File: config.mk
export PLATFORM = sky130hd
export DESIGN_NAME = ppi_alu
export DESIGN_NICKNAME = d
export VERILOG_FILES = /design/src/hw/rtl/ppi_pkg.sv /design/src/hw/rtl/ppi_alu.sv
export SDC_FILE = /design/constraint.sdc
export NUM_CORES = 1
export LEC_CHECK = 0
export BUFFER_PORTS_ARGS = -buffer_cell sky130_fd_sc_hd__buf_2
export CAP_MARGIN = 20
export CORE_UTILIZATION = 34
export CTS_BUF_LIST = sky130_fd_sc_hd__clkbuf_8
export CTS_CLUSTER_DIAMETER = 30
export DETAILED_ROUTE_END_ITERATION = 8
export PLACE_DENSITY_LB_ADDON = 0.1
export SLEW_MARGIN = 20
export SYNTH_ARGS = -nofsm -noshare
export SYNTH_HDL_FRONTEND = slang
export SYNTH_SLANG_ARGS = --single-unit
File: constraint.sdc
create_clock -name clk -period 18.65 [get_ports clk]
set_clock_uncertainty 0.15 [all_clocks]
set_input_delay 3.73 -clock clk [delete_from_list [all_inputs] [get_ports clk]]
set_output_delay 3.73 -clock clk [all_outputs]
set_load 0.03 [all_outputs]
File: src/hw/rtl/ppi_pkg.sv
// shared types and constants for the particle pool integrator
package ppi_pkg;

    localparam int MAX_PARTICLES = 64;
    localparam int SLOT_W = (MAX_PARTICLES > 1) ? $clog2(MAX_PARTICLES) : 1;
    localparam logic [16:0] DAMP_ONE = 17'd65536;
    localparam logic [23:0] AGE_MAX = 24'hFFFFFF;

    typedef struct packed {
        logic               kind;
        logic [15:0]        dt;
        logic signed [15:0] pos_x;
        logic signed [15:0] pos_y;
        logic signed [15:0] vel_x;
        logic signed [15:0] vel_y;
        logic signed [15:0] acc_x;
        logic signed [15:0] acc_y;
        logic [23:0]        lifetime;
    } ppi_req_t;

    typedef struct packed {
        logic               result_kind;
        logic [5:0]         slot;
        logic signed [15:0] point_x;
        logic signed [15:0] point_y;
        logic               point_valid;
        logic               pool_full;
        logic               last;
    } ppi_rsp_t;

    typedef struct packed {
        logic signed [15:0] pos_x;
        logic signed [15:0] pos_y;
        logic signed [15:0] vel_x;
        logic signed [15:0] vel_y;
        logic signed [15:0] acc_x;
        logic signed [15:0] acc_y;
        logic [23:0]        age;
        logic [23:0]        lifespan;
    } ppi_rec_t;

    // controls for the shared multiply / round / saturate unit
    typedef struct packed {
        logic               en;
        logic signed [15:0] op_a;
        logic [16:0]        op_b;
        logic signed [15:0] addend;
        logic               sh20;
    } ppi_alu_ctl_t;

    typedef enum logic [2:0] {
        OP_VX_ACC,
        OP_VY_ACC,
        OP_VX_DMP,
        OP_VY_DMP,
        OP_PX,
        OP_PY
    } ppi_op_t;

    localparam logic KIND_TICK  = 1'b0;
    localparam logic KIND_SPAWN = 1'b1;

endpackage

File: src/hw/rtl/ppi_alu.sv
// shared multiply, round half up, add and saturate unit
module ppi_alu
    import ppi_pkg::*;
(
    input  logic               clk,
    input  ppi_alu_ctl_t       ctl,
    output logic signed [15:0] result
);

    logic signed [33:0] prod_reg;
    logic signed [15:0] addend_reg;
    logic               sh20_reg;
    logic signed [34:0] rnd;
    logic signed [34:0] shifted;
    logic signed [34:0] sum;

    always_ff @(posedge clk)
    begin
        if (ctl.en)
        begin
            prod_reg   <= ctl.op_a * $signed({1'b0, ctl.op_b});
            addend_reg <= ctl.addend;
            sh20_reg   <= ctl.sh20;
        end
    end

    always_comb
    begin
        // arithmetic shift after adding half gives floor(x + 1/2)
        if (sh20_reg)
        begin
            rnd     = 35'(prod_reg) + 35'sd524288;
            shifted = rnd >>> 20;
        end
        else
        begin
            rnd     = 35'(prod_reg) + 35'sd32768;
            shifted = rnd >>> 16;
        end
        sum = shifted + 35'(addend_reg);
        if (sum > 35'sd32767)
        begin
            result = 16'sh7FFF;
        end
        else if (sum < -35'sd32768)
        begin
            result = -16'sh8000;
        end
        else
        begin
            result = sum[15:0];
        end
    end

endmodule

==> impl_metrics.env <==
export IMPL_max_freq_mhz=101
export IMPL_cts_sinks=36
export IMPL_synth_area_mux_share=0.000952
export IMPL_synthArstFlopShare=0
export IMPL_cp_endpoint="prod_reg[32]$_DFFE_PP_"
export IMPL_drv_cap=0
export IMPL_yosys_area_top_type="fa_1"
export IMPL_antenna_cells=0
export IMPL_syn_num_nets=1716
export IMPL_grt_max_degree=37
export IMPL_htree_levels=2
export IMPL_p_leak_nw=6.34
export IMPL_hp_class="in2reg"
export IMPL_synth_cells=1314
export IMPL_fin_nets=1747
export IMPL_startpoint="ctl[49]"
export IMPL_critPathRequiredTime_ps=18600
export IMPL_grt_first_pass_wirelength_mm=48.4
export IMPL_setup_slack_ps=8760
export IMPL_die_w_um=188
export IMPL_post_cts_resized=0
export IMPL_drive_above_1_share=0.0721
export IMPL_rows=67
export IMPL_cts_tree="yes"
export IMPL_wire_per_inst_um=16.4
export IMPL_synth_cell_types=66
export IMPL_ios=68
export IMPL_grt_pass1_vias=8885
export IMPL_status="complete, no violations"
export IMPL_relSlewSlack=0.441
export IMPL_synth_compound_area_frac=0.0886
export IMPL_min_period_ps=9890
export IMPL_dieArea_mm2=0.0355
export IMPL_drv_slew=0
export IMPL_track_usage=0.172
export IMPL_rsz0062_at_grt="no"
export IMPL_synth_area_leaders="fa_1 35%, ha_1 15%, edfxtp_1 9.1%, inv_1 8.5%, and2_1 7.0%"
export IMPL_drtIter0Drc=307
export IMPL_synth_edff_count=36
export IMPL_hold_buffers=0
export IMPL_die_y_um=188
export IMPL_cp_max_fo=11
export IMPL_drt_wl_total_mm=29.4
export IMPL_worstHoldStart="ctl[16]"
export IMPL_grt_overflow=0
export IMPL_seq_area_frac_synth=0.0914
export IMPL_cts_max_path_buffers=2
export IMPL_cp_end_kind="flip-flop"
export IMPL_syn_area_mm2=0.0118
export IMPL_viasPerCell=4.81
export IMPL_start_util=0.349
export IMPL_final_setup_tns_ps=0
export IMPL_area_growth_pct=6.71
export IMPL_yosys_area_top_type_share=0.352
export IMPL_crit_type="in2reg"
export IMPL_gp_congestion=0.804
export IMPL_core_mm2=0.0339
export IMPL_ir_drop_mv=0.172
export IMPL_vias=8625
export IMPL_synth_top_family_by_area="adder cells"
export IMPL_synth_xor_area_frac=0.0400
export IMPL_yosys_warnings=0
export IMPL_antenna_found_initial=0
export IMPL_min_period_over_period=0.530
export IMPL_place_detailed_hpwl_mm=24.3
export IMPL_final_hold_violation_count=0
export IMPL_cp_start_kind="input port"
export IMPL_arrival_ps=9840
export IMPL_p_total_mw=2.39
export IMPL_synth_simple_area_share=0.174
export IMPL_synth_seq_cells=36
export IMPL_postCtsSetupBuffers=0
export IMPL_dp_slack_ps=8410
export IMPL_avgSynthCellArea_um2=9.00
export IMPL_cts_buffers=5
export IMPL_synthAdderAreaFrac=0.503
export IMPL_first_pass_iters=4
export IMPL_ant_nets=0
export IMPL_clkTransAtPathRegs_ps=90
export IMPL_port_buffers=67
export IMPL_hold_path_depth=1
export IMPL_largest_reg_flops=19
export IMPL_root_buffer="clkbuf_8"
export IMPL_setup_viol=0
export IMPL_power_density_mw_per_mm2=190
export IMPL_synth_ff_type="edfxtp_1"
export IMPL_nFillCells=3546
export IMPL_drc_errors=0
export IMPL_tightest_slew_ps=839
==> critical path: stages <==
cell and delay, ps:
buf_2 270, clkinv_1 340, nor2_1 230, fa_1 440, fa_1 510, fa_1 510, fa_1 510, fa_1 540
inv_1 50, fa_1 540, inv_1 40, ha_1 370, a21oi_1 220, nand2_1 70, o31a_1 290, o22a_1 220
a21o_1 220, a21o_1 210, or4_1 410, o311ai_1 110
==> report_power, final <==
| group | internal, mW | total, mW | leakage [nW] | switching (mW) |
|---|---|---|---|---|
| registers | 0.201 | 0.230 | 0.352 | 0.0291 |
| logic | 0.895 | 2.11 | 5.94 | 1.21 |
| clock network | 0.0261 | 0.0587 | 0.0479 | 0.0326 |
| total | 1.12 | 2.39 | 6.34 | 1.27 |
==> area by class of cell <==
| type | instances | area [um^2] | area share |
|---|---|---|---|
| Sequential cell | 36 | 1080 | 0.0857 |
| Timing Repair Buffer | 68 | 343 | 0.0272 |
| Inverter | 268 | 1010 | 0.0797 |
| Clock inverter | 3 | 18.8 | 0.00149 |
| Tap cell | 448 | 561 | 0.0444 |
| Clock buffer | 5 | 68.8 | 0.00545 |
| Multi-Input combinational cell | 966 | 9540 | 0.756 |
==> worst min-delay path by stage <==
stage                               endpoint  slack [ps]
global route        addend_reg[14]$_DFFE_PP_        3440
CTS                  addend_reg[7]$_DFFE_PP_        3440
global placement    addend_reg[14]$_DFFE_PP_        3760
floorplan            addend_reg[0]$_DFFE_PP_        3680
detailed placement   addend_reg[4]$_DFFE_PP_        3760
finish              addend_reg[15]$_DFFE_PP_        3460
==> cells by family (layout without fill, tap and decap cells) <==
family / count (synthesis) / in the layout
DFF: 36 / 36
xor gates and xnor gates: 54 / 54
adders and majority gates: 351 / 351
muxes: 1 / 1
and+or+nand+nor: 412 / 412
AOI/OAI and AO/OA: 148 / 148
buffers and inverters: 312 / 344
==> cell usage after synthesis (3+ instances only) <==
| master | count |
|---|---|
| inv_1 | 267 |
| fa_1 | 208 |
| nand2_1 | 155 |
| ha_1 | 142 |
| and2_1 | 132 |
| nor2_1 | 48 |
| edfxtp_1 | 36 |
| clkbuf_1 | 35 |
| xnor2_1 | 35 |
| a21oi_1 | 33 |
| a21o_1 | 30 |
| o21ai_0 | 26 |
| xor2_1 | 19 |
| nand3_1 | 17 |
| nand2b_1 | 11 |
| nor3_1 | 10 |
| and3_1 | 8 |
| nor2b_1 | 8 |
| a211oi_1 | 7 |
| a31oi_1 | 6 |
| nand4_1 | 6 |
| o21a_1 | 6 |
| a311oi_1 | 4 |
| buf_6 | 3 |
| o21bai_1 | 3 |
| or2_2 | 3 |
| or3_1 | 3 |
==> stage by stage <==
stage	hold WS, ps	std cells	cell area, um^2	util
after floorplan	3680	1314	11800	-
after global routing	3440	1794	12600	0.373
after detailed placement	3760	1786	12500	0.370
after global placement	3760	1786	12500	0.370
final	3460	1794	12600	0.373
after CTS	3440	1794	12600	0.373
==> cell usage in the layout, fill, tap and decap left out, drive strengths merged, types with 5 or more instances in the layout <==
cell type	instances
a211oi	9
a21o	30
a21oi	36
a31oi	6
and2	132
and3	8
buf	68
clkbuf	5
edfxtp	36
fa	208
ha	142
inv	267
nand2	156
nand2b	11
nand3	17
nand4	6
nor2	48
nor2b	8
nor3	10
o21a	6
o21ai	30
xnor2	35
xor2	19
==> per-layer routing <==
layer | GRT usage | vias up | part of all wire
li1 | - | 4161 | -
met1 | 0.250 | 4322 | 0.49
met2 | 0.283 | 115 | 0.47
met3 | 0.0106 | 27 | 0.022
met4 | 0.0316 | 0 | 0.017
met5 | 0 | - | 0
Note: power is estimated with default switching activity, not from simulation.
